File: config.mk
export PLATFORM = sky130hd
export DESIGN_NAME = keyed_stack_remove_by_key_top
export DESIGN_NICKNAME = d
export VERILOG_FILES = /design/src/design/ksrk_pkg.sv /design/src/design/keyed_stack_remove_by_key_top.sv /design/src/design/ksrk_ram.sv
export VERILOG_INCLUDE_DIRS = /design/src /design/src/design
export SDC_FILE = /design/constraint.sdc
export NUM_CORES = 1
export LEC_CHECK = 0
export BUFFER_PORTS_ARGS = -buffer_cell sky130_fd_sc_hd__buf_2
export CAP_MARGIN = 20
export CORE_ASPECT_RATIO = 0.6
export CORE_MARGIN = 2
export CORE_UTILIZATION = 40
export CTS_BUF_LIST = sky130_fd_sc_hd__clkbuf_16
export DETAILED_ROUTE_END_ITERATION = 12
export HOLD_SLACK_MARGIN = 0.03
export SLEW_MARGIN = 20
export SYNTH_ARGS = -nofsm -noshare
export SYNTH_HDL_FRONTEND = slang
export SYNTH_HIERARCHICAL = 1
export SYNTH_SLANG_ARGS = --single-unit
File: constraint.sdc
create_clock -name clock -period 4.3 [get_ports clock]
set_input_delay 0.215 -clock clock [delete_from_list [all_inputs] [get_ports clock]]
set_output_delay 0.215 -clock clock [all_outputs]
set_load 0.01 [all_outputs]
File: src/design/keyed_stack_remove_by_key_top_defines.svh
// assertion macros for the keyed stack block
// used by keyed_stack_remove_by_key_top; relies on its clock and reset ports
`ifndef KEYED_STACK_REMOVE_BY_KEY_TOP_DEFINES_SVH
`define KEYED_STACK_REMOVE_BY_KEY_TOP_DEFINES_SVH

// same-cycle implication, checked outside reset
`define KSRK_ASSERT(lbl, ante, cons, msg) \
   lbl: assert property (@(posedge clock) disable iff (reset) (ante) |-> (cons)) else $error(msg);

// next-cycle implication, checked outside reset
`define KSRK_ASSERT_NEXT(lbl, ante, cons, msg) \
   lbl: assert property (@(posedge clock) disable iff (reset) (ante) |=> (cons)) else $error(msg);

`endif

File: src/design/ksrk_pkg.sv
// shared constants for the keyed stack block
// no dependencies; imported by the RAM, the top level, the checker and the testbench
`timescale 1ns / 1ps

package ksrk_pkg;

   // default stack depth
   localparam int DEPTH_DEFAULT = 8;

   // field widths
   localparam int KEY_W    = 10;
   localparam int STATUS_W = 3;
   localparam int COUNT_W  = 4;
   localparam int CSR_A_W  = 1;

   // register reset values
   localparam logic [KEY_W-1:0] KEY_MIN_RST = 10'd100;
   localparam logic [KEY_W-1:0] KEY_MAX_RST = 10'd999;

   // register indexes
   localparam logic [CSR_A_W-1:0] REG_KEY_MIN = 1'b0;
   localparam logic [CSR_A_W-1:0] REG_KEY_MAX = 1'b1;

   // request kinds
   localparam logic KIND_INSERT = 1'b0;
   localparam logic KIND_REMOVE = 1'b1;

   // result status codes
   localparam logic [STATUS_W-1:0] ST_OK       = 3'd0;
   localparam logic [STATUS_W-1:0] ST_FULL     = 3'd1;
   localparam logic [STATUS_W-1:0] ST_DUP      = 3'd2;
   localparam logic [STATUS_W-1:0] ST_RANGE    = 3'd3;
   localparam logic [STATUS_W-1:0] ST_EMPTY    = 3'd4;
   localparam logic [STATUS_W-1:0] ST_NOTFOUND = 3'd5;

endpackage

File: src/design/keyed_stack_remove_by_key_top.sv
// keyed stack: bounded stack of unique keys with insert and remove-by-key
// full and empty rejects, range rejects of removes and inserts on an empty stack go straight
// to the result; an insert first scans the n held keys for a duplicate; a remove reads down
// from the top to the hit, then shifts the keys above it down one by one
// one item at a time: the next is taken at the edge its result can first leave, later on stall
// reset (synchronous, active high) empties the stack and restores key_min 100, key_max 999
`timescale 1ns / 1ps

`include "keyed_stack_remove_by_key_top_defines.svh"

module keyed_stack_remove_by_key_top
   import ksrk_pkg::*;
#(
   parameter int DEPTH = DEPTH_DEFAULT
) (
   input  logic         clock,
   input  logic         reset,
   // request channel
   input  logic         req_tvalid,
   output logic         req_tready,
   input  logic [15:0]  req_tdata,   // [9:0] key, rest zero
   input  logic         req_tuser,   // [0] kind
   // result channel
   output logic         rsp_tvalid,
   input  logic         rsp_tready,
   output logic [23:0]  rsp_tdata,   // [2:0] status, [6:3] count_after, [16:7] key_echo
   // configuration
   input  logic                 csr_we,
   input  logic [CSR_A_W-1:0]   csr_addr,
   input  logic [KEY_W-1:0]     csr_wdata
);

   localparam int IW = (DEPTH > 1) ? $clog2(DEPTH) : 1;
   localparam int CW = $clog2(DEPTH + 1);
   localparam logic [CW-1:0] CNT_FULL = CW'(DEPTH);
   localparam logic [COUNT_W-1:0] CNT_FULL_LO = COUNT_W'(DEPTH);

   typedef enum logic [4:0] {
      S_IDLE   = 5'b00001,
      S_DUPCHK = 5'b00010,
      S_FIND   = 5'b00100,
      S_SHIFT  = 5'b01000,
      S_DONE   = 5'b10000
   } state_type;

   state_type            state_ff, state_in;
   logic [KEY_W-1:0]     key_ff, key_in;
   logic [IW-1:0]        ptr_ff, ptr_in;
   logic [CW-1:0]        count_ff, count_in;
   logic [STATUS_W-1:0]  status_ff, status_in;
   logic [KEY_W-1:0]     key_min_ff, key_max_ff;
   logic                 rsp_valid_ff, rsp_valid_in;
   logic [STATUS_W-1:0]  rsp_status_ff, rsp_status_in;
   logic [COUNT_W-1:0]   rsp_count_ff, rsp_count_in;
   logic [KEY_W-1:0]     rsp_key_ff, rsp_key_in;

   logic                 ram_we, ram_re;
   logic [IW-1:0]        ram_waddr, ram_raddr;
   logic [KEY_W-1:0]     ram_wdata, ram_rdata;

   logic                 req_accept;
   logic [KEY_W-1:0]     req_key;
   logic                 req_in_range, key_in_range;
   logic [CW-1:0]        cnt_m1;
   logic                 at_top;
   logic [IW-1:0]        ptr_next, ptr_prev;
   logic [CW+COUNT_W-1:0] cnt_ext;
   logic                 full_rsp;

   // key storage
   ksrk_ram #(
      .WIDTH (KEY_W),
      .DEPTH (DEPTH)
   ) u_ram (
      .clock   (clock),
      .wr_en   (ram_we),
      .wr_addr (ram_waddr),
      .wr_data (ram_wdata),
      .rd_en   (ram_re),
      .rd_addr (ram_raddr),
      .rd_data (ram_rdata)
   );

   // handshake and helpers
   assign req_tready   = (state_ff == S_IDLE);
   assign req_accept   = req_tvalid & req_tready;
   assign req_key      = req_tdata[KEY_W-1:0];
   assign req_in_range = (req_key >= key_min_ff) && (req_key <= key_max_ff);
   assign key_in_range = (key_ff >= key_min_ff) && (key_ff <= key_max_ff);
   assign cnt_m1       = count_ff - 1'b1;
   assign at_top       = (CW'(ptr_ff) == cnt_m1);
   assign ptr_next     = ptr_ff + 1'b1;
   assign ptr_prev     = ptr_ff - 1'b1;
   assign cnt_ext      = (CW + COUNT_W)'(count_ff);

   // sequencer: scan, search and compaction through the RAM
   always_comb begin
      state_in      = state_ff;
      key_in        = key_ff;
      ptr_in        = ptr_ff;
      count_in      = count_ff;
      status_in     = status_ff;
      rsp_valid_in  = rsp_valid_ff & ~rsp_tready;
      rsp_status_in = rsp_status_ff;
      rsp_count_in  = rsp_count_ff;
      rsp_key_in    = rsp_key_ff;
      ram_we        = 1'b0;
      ram_waddr     = '0;
      ram_wdata     = key_ff;
      ram_re        = 1'b0;
      ram_raddr     = '0;

      unique case (state_ff)
         S_IDLE: begin
            if (req_accept) begin
               key_in = req_key;
               if (req_tuser == KIND_INSERT) begin
                  if (count_ff == CNT_FULL) begin
                     status_in = ST_FULL;
                     state_in  = S_DONE;
                  end else if (count_ff == '0) begin
                     // nothing held, so only the range matters
                     if (req_in_range) begin
                        ram_we    = 1'b1;
                        ram_waddr = '0;
                        ram_wdata = req_key;
                        count_in  = count_ff + 1'b1;
                        status_in = ST_OK;
                     end else begin
                        status_in = ST_RANGE;
                     end
                     state_in = S_DONE;
                  end else begin
                     ram_re    = 1'b1;
                     ram_raddr = '0;
                     ptr_in    = '0;
                     state_in  = S_DUPCHK;
                  end
               end else begin
                  if (count_ff == '0) begin
                     status_in = ST_EMPTY;
                     state_in  = S_DONE;
                  end else if (!req_in_range) begin
                     status_in = ST_RANGE;
                     state_in  = S_DONE;
                  end else begin
                     ram_re    = 1'b1;
                     ram_raddr = cnt_m1[IW-1:0];
                     ptr_in    = cnt_m1[IW-1:0];
                     state_in  = S_FIND;
                  end
               end
            end
         end
         S_DUPCHK: begin
            // duplicate scan from the bottom over occupied entries
            if (ram_rdata == key_ff) begin
               status_in = ST_DUP;
               state_in  = S_DONE;
            end else if (at_top) begin
               if (key_in_range) begin
                  ram_we    = 1'b1;
                  ram_waddr = count_ff[IW-1:0];
                  ram_wdata = key_ff;
                  count_in  = count_ff + 1'b1;
                  status_in = ST_OK;
               end else begin
                  status_in = ST_RANGE;
               end
               state_in = S_DONE;
            end else begin
               ram_re    = 1'b1;
               ram_raddr = ptr_next;
               ptr_in    = ptr_next;
            end
         end
         S_FIND: begin
            // search downwards from the top
            if (ram_rdata == key_ff) begin
               if (at_top) begin
                  count_in  = cnt_m1;
                  status_in = ST_OK;
                  state_in  = S_DONE;
               end else begin
                  ram_re    = 1'b1;
                  ram_raddr = ptr_next;
                  ptr_in    = ptr_next;
                  state_in  = S_SHIFT;
               end
            end else if (ptr_ff == '0) begin
               status_in = ST_NOTFOUND;
               state_in  = S_DONE;
            end else begin
               ram_re    = 1'b1;
               ram_raddr = ptr_prev;
               ptr_in    = ptr_prev;
            end
         end
         S_SHIFT: begin
            // move each entry above the hit down by one
            ram_we    = 1'b1;
            ram_waddr = ptr_prev;
            ram_wdata = ram_rdata;
            if (at_top) begin
               count_in  = cnt_m1;
               status_in = ST_OK;
               state_in  = S_DONE;
            end else begin
               ram_re    = 1'b1;
               ram_raddr = ptr_next;
               ptr_in    = ptr_next;
            end
         end
         S_DONE: begin
            // hand the item to the output register once it is free
            if (!rsp_valid_ff || rsp_tready) begin
               rsp_valid_in  = 1'b1;
               rsp_status_in = status_ff;
               rsp_count_in  = cnt_ext[COUNT_W-1:0];
               rsp_key_in    = key_ff;
               state_in      = S_IDLE;
            end
         end
         default: begin
            state_in = S_IDLE;
         end
      endcase
   end

   // control registers
   always_ff @(posedge clock) begin
      if (reset) begin
         state_ff     <= S_IDLE;
         count_ff     <= '0;
         rsp_valid_ff <= 1'b0;
      end else begin
         state_ff     <= state_in;
         count_ff     <= count_in;
         rsp_valid_ff <= rsp_valid_in;
      end
   end

   // payload registers
   always_ff @(posedge clock) begin
      key_ff        <= key_in;
      ptr_ff        <= ptr_in;
      status_ff     <= status_in;
      rsp_status_ff <= rsp_status_in;
      rsp_count_ff  <= rsp_count_in;
      rsp_key_ff    <= rsp_key_in;
   end

   // configuration registers
   always_ff @(posedge clock) begin
      if (reset) begin
         key_min_ff <= KEY_MIN_RST;
         key_max_ff <= KEY_MAX_RST;
      end else if (csr_we) begin
         unique case (csr_addr)
            REG_KEY_MIN: key_min_ff <= csr_wdata;
            REG_KEY_MAX: key_max_ff <= csr_wdata;
            default:     key_min_ff <= key_min_ff;
         endcase
      end
   end

   // result channel
   assign rsp_tvalid = rsp_valid_ff;
   assign rsp_tdata  = {7'd0, rsp_key_ff, rsp_count_ff, rsp_status_ff};

   // checks
   assign full_rsp = rsp_valid_ff && (rsp_status_ff == ST_FULL);

   `KSRK_ASSERT(a_count_bound, 1'b1, count_ff <= CNT_FULL, "entry count above depth")
   `KSRK_ASSERT(a_wr_state, ram_we, (state_ff != S_DONE) && (state_ff != S_FIND), "bad RAM write")
   `KSRK_ASSERT_NEXT(a_idle_count, req_tready && !req_tvalid, $stable(count_ff), "idle count moved")
   `KSRK_ASSERT(a_full_count, full_rsp, rsp_count_ff == CNT_FULL_LO, "short count on full")

endmodule

File: src/design/ksrk_ram.sv
// generic simple dual-port RAM, one write and one registered read port
// depends on ksrk_pkg for default sizes
`timescale 1ns / 1ps

module ksrk_ram
   import ksrk_pkg::*;
#(
   parameter int WIDTH = KEY_W,
   parameter int DEPTH = DEPTH_DEFAULT,
   localparam int AW   = (DEPTH > 1) ? $clog2(DEPTH) : 1
) (
   input  logic             clock,
   input  logic             wr_en,
   input  logic [AW-1:0]    wr_addr,
   input  logic [WIDTH-1:0] wr_data,
   input  logic             rd_en,
   input  logic [AW-1:0]    rd_addr,
   output logic [WIDTH-1:0] rd_data
);

   logic [WIDTH-1:0] mem_ff [DEPTH];
   logic [WIDTH-1:0] rd_data_ff;

   // write port
   always_ff @(posedge clock) begin
      if (wr_en) begin
         mem_ff[wr_addr] <= wr_data;
      end
   end

   // registered read port
   always_ff @(posedge clock) begin
      if (rd_en) begin
         rd_data_ff <= mem_ff[rd_addr];
      end
   end

   assign rd_data = rd_data_ff;

endmodule

-- After elaboration in Yosys (flattened, before gate mapping)
Memories as Yosys holds them, arrays and structs flattened. A register that Yosys moved wholly into a read port is not among the register bits.
Index checks and enable logic that the tools add are counted.
- memories: 1
- bits of input ports: 33
- register bits after elaboration: 63
- RAM bits: 80
- word-level logic and storage cells: 156
- memory list (memory ; words ; width ; rd ports ; clocked after Yosys merged registers in ; wr ports ; RTL line ; text):
    u_ram.mem_ff ; 8 ; 10 ; 1 ; 1 ; 1 ; ksrk_ram.sv:21 ; logic [WIDTH-1:0] mem_ff [DEPTH];
- bitwise gates (word level): 4
- reductions and logical operators: 15
- equal/unequal tests: 26
- multiplexer cells: 91
- add/sub/neg operators: 4
- $lt $le $gt $ge: 4
- operators with widths (operator ; number):
    3-bit 2-to-1 mux ; 32
    5-bit 2-to-1 mux ; 12
    10-bit 2-to-1 mux ; 5
    4-bit 2-to-1 mux ; 10
    3-bit one-hot mux with 4 select lines ; 3
    5-bit one-hot mux with 5 select lines ; 1
    1-bit 2-to-1 mux ; 21
    10-bit >= comparator ; 2
    10-bit less-or-equal comparator ; 2
    10-bit one-hot mux with 2 select lines ; 1
    2-bit != test, second input constant ; 8
    4-bit one-hot mux with 4 select lines ; 1
    3-bit != test, second input constant ; 4
    10-bit equality test ; 1
    10-bit AND reduction ; 1
    2-bit AND reduction ; 4
    7-bit AND reduction ; 1
    2-bit by 1-bit != test with 1-bit output, second input constant ; 3
    3-bit one-hot mux with 2 select lines ; 1
    6-bit AND reduction ; 1
    5-bit by 1-bit equality test with 1-bit output, second input constant ; 1
    5-bit by 2-bit equality test with 1-bit output, second input constant ; 1
    5-bit by 3-bit equality test with 1-bit output, second input constant ; 1
    5-bit by 4-bit equality test with 1-bit output, second input constant ; 1
    other kinds (22) ; 26

-- Logic depth before layout (Yosys ltp)
Gate-level depths: netlist (run 1).
- depth after elaboration: 10
- mapped depth: 13

-- Cells and area by module
Netlist (run 1), hierarchy kept.
- modules (own cells, without submodules) (module ; cells each ; seq. area each (um2) ; area each (um2) ; instances):
    keyed_stack_remove_by_key_top ; 471 ; 1591.5 ; 4295.4 ; 1
    ksrk_ram ; 138 ; 2702.6 ; 3433.3 ; 1

-- Least setup slack after synthesis (run 1)
Ideal clock, no wire load.
- kind: register to register
- from: register key_max_ff[9]
- to: register u_ram.rd_data_ff[0] (netlist: u_ram/rd_data[0]) (read register of u_ram.mem_ff) (enable)
- data required time: 3.885 ns
- stages on the path, launching flop included: 9
- slack: 1.070 ns
- path buffers: 0
- arrival: 2.815 ns
- setup time: 0.415 ns
- cells stage by stage: dfxtp_1 > inv_1 > ha_1 > a21oi_1 > o211ai_1 > nor3_1 > o32ai_2 > a21o_1 > o311ai_0
- word-level cells in the longest chain between the ends: 7
- elaborated cells on any way between the ends: 12
- RTL lines (what ; RTL line ; text):
    from (decl) ; keyed_stack_remove_by_key_top.sv:51 ; logic [KEY_W-1:0] key_min_ff, key_max_ff;
    from (signal assigned) ; keyed_stack_remove_by_key_top.sv:261 ; REG_KEY_MAX: key_max_ff <= csr_wdata;
    10-bit less-or-equal comparator ; keyed_stack_remove_by_key_top.sv:88 ; assign req_in_range = (req_key >= key_min_ff) && (req_key <= key_max_ff);
    1-bit logical AND ; keyed_stack_remove_by_key_top.sv:88 ;
    1-bit 2-to-1 mux ; keyed_stack_remove_by_key_top.sv:143 ; end else if (!req_in_range) begin
    1-bit 2-to-1 mux ; keyed_stack_remove_by_key_top.sv:140 ; if (count_ff == '0) begin
    1-bit 2-to-1 mux ; keyed_stack_remove_by_key_top.sv:117 ; if (req_tuser == KIND_INSERT) begin
    1-bit 2-to-1 mux ; keyed_stack_remove_by_key_top.sv:115 ; if (req_accept) begin
    1-bit one-hot mux with 4 select lines ; keyed_stack_remove_by_key_top.sv:113 ; unique case (state_ff)
    named net ram_re ; keyed_stack_remove_by_key_top.sv:57 ; logic ram_we, ram_re;
    to (decl) ; ksrk_ram.sv:22 ; logic [WIDTH-1:0] rd_data_ff;
The timed path passes the listed nets, and every way through them passes these cells.
A chain may end at the register's enable or synchronous reset.

-- Worst setup path in the final report (run 1)
- from: input req_tdata[0]
- to: register u_ram.rd_data_ff[5] (netlist: u_ram/rd_data[5]) (read register of u_ram.mem_ff), data pin
- word-level cells in the longest chain between the ends: 7
- elaborated cells on any way between the ends: 13
- RTL lines (what ; RTL line ; text):
    from (decl) ; keyed_stack_remove_by_key_top.sv:21 ; input logic [15:0] req_tdata,
    10-bit >= comparator or 10-bit less-or-equal comparator (tied branches) ; keyed_stack_remove_by_key_top.sv:88 ;
    1-bit logical AND (*) ; keyed_stack_remove_by_key_top.sv:88 ;
    3-bit 2-to-1 mux (*) ; keyed_stack_remove_by_key_top.sv:143 ;
    3-bit 2-to-1 mux (*) ; keyed_stack_remove_by_key_top.sv:140 ;
    3-bit 2-to-1 mux (*) ; keyed_stack_remove_by_key_top.sv:117 ;
    3-bit 2-to-1 mux (*) ; keyed_stack_remove_by_key_top.sv:115 ;
    3-bit one-hot mux with 4 select lines (*) ; keyed_stack_remove_by_key_top.sv:113 ;
    named net ram_raddr[0] ; keyed_stack_remove_by_key_top.sv:58 ; logic [IW-1:0] ram_waddr, ram_raddr;
The timed path passes the listed nets; every way through them passes the cells marked *.

==> impl_metrics.ini, run 1 <==
[status]
outcome = complete, no violations

[power_and_ir_drop]
powerDensity_mw_per_mm2 = 404
ir_worst_vdd_uv = 270
leakagePower_nw = 3.36

[placement]
hpwl_mm = 13.7
routabilityCongestion = 0.872
portBuffers = 45
dp_cells = 895
placed_cell_area_mm2 = 0.00826

[floorplan]
die_area_mm2 = 0.0205
rows = 39
dieHeight_um = 112
chipWidth_um = 183
start_util_pct = 40.7
io_pins = 59
core-area_mm2 = 0.0190

[drt]
postRouteWirelength_mm = 19.2
wl_met3_mm = 1.22
firstDrtPassIters = 5
wl_met1_mm = 9.33
viasPerCell = 5.72
wire_per_inst_um = 20.6
wl_met2_mm = 8.41
vias = 5339
top_layer = met4
drt_iter0_drc = 521
drc = 0
antenna_left = 0

[global_route]
antenna_found_initial = 0
grtUsageTotal_pct = 19.7
grt_pass1_wl_mm = 30.2
grt_pass1_vias = 5330
grt_max_degree = 21
grt_overflow = 0

[hold_path]
hold_path_class = input port to flip-flop
worstHoldStart = req_tdata[4]

[cts]
cts_buffer_depth = 2
clock-root-buffer = clkbuf_16
numClockSinks = 153
clkSlewWorstSetupHoldPaths_ns = 0.06
ctsResizeCount = 0
insertion_delay_ns = 0.43
cts_made_buffers = 17
h-tree-depth = 4
cts_tree = done

[critical_path]
required_ns = 4.48
end_kind = flip-flop
cp_data_arrival_time_ns = 3.91
critPathKind = input port to flip-flop
startpoint_type = input port
r2r_start = key_min_ff[9]
setup.worst_path.start = req_tdata[0]
crit_fanout = 20

[timing]
fmax_mhz = 268
final.setup_skew_ns = 0.00889
worst_pin_slew_ns = 0.925
fin_crit_sh_pct = 86.7
setup_violations = 0
slew-limit-headroom_pct = 38.2
fin_crit_ns = 3.73
slew_violations = 0
hold_violations = 0
hold_ws_ns = 0.0453
fin_setup_tns_ns = 0
rsz0062_at_grt = false

[logic_synthesis]
ys_seq_area_share_pct = 55.6
synth-main-ff-cell = edfxtp_1
ys_top_cells_by_area = edfxtp_1 (48%), dfxtp_1 (7.8%), ha_1 (7.4%)
synth_seq_cells = 153
avgSynthCellArea_um2 = 12.7
ys_async_sr_fraction_pct = 0
syn_area_mm2 = 0.00773
synth-edff-count = 123
ys_warn_count = 6
synth_top_area_share_pct = 47.8
yosysTopAreaCell = edfxtp_1
post-synth-top-count-cell = edfxtp_1
synth_cells = 609
synth_cell_types = 68
netlist_top_cells_count = edfxtp_1 (123), nand2_1 (55), ha_1 (46), inv_1 (34), a21oi_1 (32)

[final_layout]
multi_input_area_mm2 = 0.00318
instances_no_fill = 933
antenna_cells = 0
nNetsFinal = 753
post-route-cell-area_mm2 = 0.00887
fillers = 1707
layout-drive-gt1-share_pct = 17.6
seqCellArea_mm2 = 0.00429
area_growth_syn_to_layout_pct = 14.7

[job]
cap_violations = 0
-- sequential cells by signal, summed over array words and instances (netlist names), 4 cells and up --
register and flops:
u_ram/mem_ff 80, u_ram/rd_data 10, key_min_ff 10, rsp_key_ff 10, rsp_count_ff 4, key_max_ff 10
state_ff 5, count_ff 4, key_ff 10
-- per-layer routing --
metal / global-route usage, % / vias to the layer above
met4: 5.71 / 0
li1: - / 2463
met1: 29.6 / 2657
met2: 28.8 / 195
met5: 0 / -
met3: 4.22 / 24
-- what timing repair did --
item | CTS | global route
buffers inserted | 0 | 0
setup endpoints to repair | 0 | 0
hold buffers | 6 | 0
endpoints found under the hold margin | 7 | 0
-- worst max-delay path, cell delays in order --
cell,delay (ns)
dlygate4sd3_1,0.52
buf_2,0.13
inv_1,0.06
ha_1,0.27
nand2b_1,0.13
a21oi_1,0.22
nor3_1,0.11
o32ai_2,0.75
nor2_1,0.12
nand2_1,0.19
o221ai_2,0.12
buf_4,0.26
mux4_1,0.52
mux2_2,0.28
-- final cells by class --
cell class / instances / area share (%)
clock inverters: 15 / 1.17
repair buffers: 70 / 4.83
well taps: 246 / 3.47
multi-input cells: 397 / 35.8
flip-flops and latches: 153 / 48.4
inverters: 35 / 1.48
clock buffers: 17 / 4.80
-- per-stage QoR --
stage	utilization [%]	power, W	setup WS [ns]
2_1_floorplan	-	0.00206	1.07
3_3_place_gp	43.5	0.00219	0.684
3_5_place_dp	43.5	0.00221	0.642
4_1_cts	46.6	0.00360	0.606
5_1_grt	46.7	0.00373	0.391
6_report	46.7	0.00358	0.570
-- path summary, 6_finish.rpt --
path                      endpoint  slack, ns  depth (start not counted)
setup / recovery  u_ram/rd_data[5]       0.57                         14
hold / removal           key_ff[4]       0.05                          1
setup reg to reg  u_ram/rd_data[5]       0.59                         11
hold reg to reg      key_max_ff[4]       0.46                          2
-- power breakdown --
group          internal (W)  total (W)  switching [W]
combinational      0.000185   0.000467       0.000282
clock              0.000741    0.00138       0.000643
sequential          0.00168    0.00173      0.0000465
total               0.00261    0.00358       0.000971
-- cells in the final DEF, fill, tap and decap left out, types with 3 or more instances in the layout --
master         synthesis  final
buf_4                 10     19
clkbuf_16              0     17
xnor2_1               15     15
o22ai_1                5      5
clkinvlp_4             0      3
or3_1                  3      3
nand4_1               11     11
o21ai_0               12     12
a221o_1               10     10
nor3_1                12     12
nor2_1                30     30
buf_2                  0     45
o31ai_1                3      3
nand2_1               55     55
nand3_1               22     22
inv_1                 34     38
a21oi_1               32     32
xor2_1                 4      4
a21o_1                 6      6
inv_6                  0      4
and4_1                 3      3
or2_2                  4      4
mux2i_1                7      7
o211ai_1               6      6
nand2b_1               9      9
dlygate4sd3_1          0      6
o221ai_1               5      4
mux4_1                20     20
dfxtp_1               30     30
ha_1                  46     46
nor2b_1                5      4
edfxtp_1             123    123
and3_1                11     11
conb_1                 1      7
mux2_2                13     13
-- cell families after synthesis --
| family | count (synthesis) | synth area share, % |
|---|---|---|
| compound gates | 103 | 9.26 |
| xor+xnor | 19 | 2.15 |
| fa+ha+maj | 46 | 7.45 |
| buf+inv | 65 | 3.93 |
| flops | 153 | 55.6 |
| mux | 41 | 9.79 |
| other cells | 1 | 0.0485 |
| simple gates | 181 | 11.8 |
No activity file was read; power rests on OpenSTA's default activity.
==> inputs of run 2 (changes only) <==
--- a/config.mk
+++ b/config.mk
@@ -14,6 +14,7 @@
 export CTS_BUF_LIST = sky130_fd_sc_hd__clkbuf_16
 export DETAILED_ROUTE_END_ITERATION = 12
 export HOLD_SLACK_MARGIN = 0.03
+export MAX_ROUTING_LAYER = met4
 export SLEW_MARGIN = 20
 export SYNTH_ARGS = -nofsm -noshare
 export SYNTH_HDL_FRONTEND = slang
==> impl_metrics.ini, run 2 (synthesis results as in run 1) <==
[status]
outcome = complete, no violations

[cts]
clock-root-buffer = clkbuf_16
h-tree-depth = 4
numClockSinks = 153
cts_tree = done
cts_made_buffers = 17
insertion_delay_ns = 0.43
clkSlewWorstSetupHoldPaths_ns = 0.07
cts_buffer_depth = 2

[drt]
antenna_left = 0
postRouteWirelength_mm = 19.0
drt_iter0_drc = 473
firstDrtPassIters = 5
viasPerCell = 5.73
wire_per_inst_um = 20.4
vias = 5356
drc = 0

[global_route]
grt_overflow = 0
antenna_found_initial = 0
grt_max_degree = 21
grt_pass1_wl_mm = 29.2
grtUsageTotal_pct = 19.8
grt_pass1_vias = 5147

[critical_path]
startpoint_type = flip-flop
required_ns = 4.48
path_delay_family = multiplexers
crit_fanout = 20
crit_buf_inv = 3
path_cells = inv_1 -> ha_1 -> xnor2_1 -> xor2_1 -> and3_1 -> inv_1 -> ha_1 -> nand2_1 -> o221ai_2 -> buf_4 -> mux4_1 -> mux2_2
slowest_delay_ns = 0.63
critPathKind = flip-flop to flip-flop
end_kind = flip-flop
critPathSlowestCell = mux4_1
cp_data_arrival_time_ns = 3.94

[final_layout]
area_growth_syn_to_layout_pct = 15.9
instances_no_fill = 935
fillers = 1645
final_cell_mix = edfxtp_1 (123), nand2_1 (55), ha_1 (46)
multi_input_area_mm2 = 0.00318
seqCellArea_mm2 = 0.00429
final_common_cell = edfxtp_1
layout-drive-gt1-share_pct = 18.4
nNetsFinal = 755
post-route-cell-area_mm2 = 0.00896
top_register = u_ram/mem_ff
largest_register_ff_count = 80
antenna_cells = 0

[timing]
rsz0062_at_grt = false
setup_violations = 0
fin_crit_sh_pct = 87.4
fmax_mhz = 266
hold_violations = 0
final.setup_skew_ns = 0.0142
fin_crit_ns = 3.76
fin_setup_tns_ns = 0
worst_pin_slew_ns = 0.917
slew-limit-headroom_pct = 38.7
hold_ws_ns = 0.0478
slew_violations = 0

[placement]
hpwl_mm = 13.7
routabilityCongestion = 0.897
placed_cell_area_mm2 = 0.00827
dp_cells = 896
portBuffers = 45

[floorplan]
rows = 39
io_pins = 59
core-area_mm2 = 0.0190
die_area_mm2 = 0.0205
dieHeight_um = 112
start_util_pct = 40.7
chipWidth_um = 183

[power_and_ir_drop]
powerDensity_mw_per_mm2 = 415
ir_worst_vdd_uv = 261
total_power_w = 0.00371
leakagePower_nw = 3.40

[job]
cap_violations = 0

[hold_path]
hold_path_class = input port to flip-flop
==> run 2: cell types whose count changed in the layout (fill, tap and decap cells not counted) <==
cell / previous run / this run
inv_6: 4 / 5
clkinv_1: 1 / 0
clkinvlp_4: 3 / 1
buf_4: 19 / 20
dlygate4sd3_1: 6 / 7
bufinv_16: 0 / 1
clkinv_2: 1 / 2
clkinv_8: 0 / 4
inv_1: 38 / 34
==> run 2: power by group <==
group          switching (W)  internal, W  leakage, nW  total (W)
combinational       0.000285     0.000186         1.74   0.000470
clock               0.000688     0.000830        0.294    0.00152
sequential         0.0000445      0.00168         1.36    0.00173
==> run 2: worst min-delay path: stages <==
cell     delay [ns]
buf_2          0.10
nand3_1        0.06
nand3_1        0.07
==> run 2: routing by layer <==
metal	routed length (um)	vias up	GRT usage (%)
li1	-	2459	-
met1	9160	2679	28.4
met2	8330	195	28.2
met3	1290	23	4.48
met4	249	0	5.12
met5	0	-	-
==> run 2: layout make-up <==
| class | instances | area share (%) |
|---|---|---|
| flip-flops and latches | 153 | 47.9 |
| inverters | 35 | 1.47 |
| clock buffers | 17 | 4.75 |
| clock inverters | 15 | 2.00 |
| well taps | 246 | 3.44 |
| repair buffers | 72 | 4.97 |
| multi-input cells | 397 | 35.4 |
==> run 2: path summary, 6_finish.rpt <==
| path | endpoint | cells past startpoint | from | slack, ns |
|---|---|---|---|---|
| max | u_ram/rd_data[6] | 12 | count_ff[1] | 0.54 |
| min | key_max_ff[9] | 3 | csr_wdata[9] | 0.05 |
| max reg2reg | u_ram/rd_data[6] | 12 | count_ff[1] | 0.54 |
| min reg2reg | rsp_status_ff[2] | 0 | status_ff[2] | 0.45 |
==> run 2: repair_timing <==
action                    in CTS  in global routing
buffers inserted               0                  0
gates resized for setup        0                  0
hold endpoints to repair      10                  0
hold buffers                   7                  0
==> run 2: metrics by stage <==
step / setup WS [ns] / utilization [%]
3_3_place_gp: 0.653 / 43.6
4_1_cts: 0.575 / 47.1
2_1_floorplan: 1.07 / -
5_1_grt: 0.311 / 47.2
3_5_place_dp: 0.579 / 43.6
6_report: 0.541 / 47.2
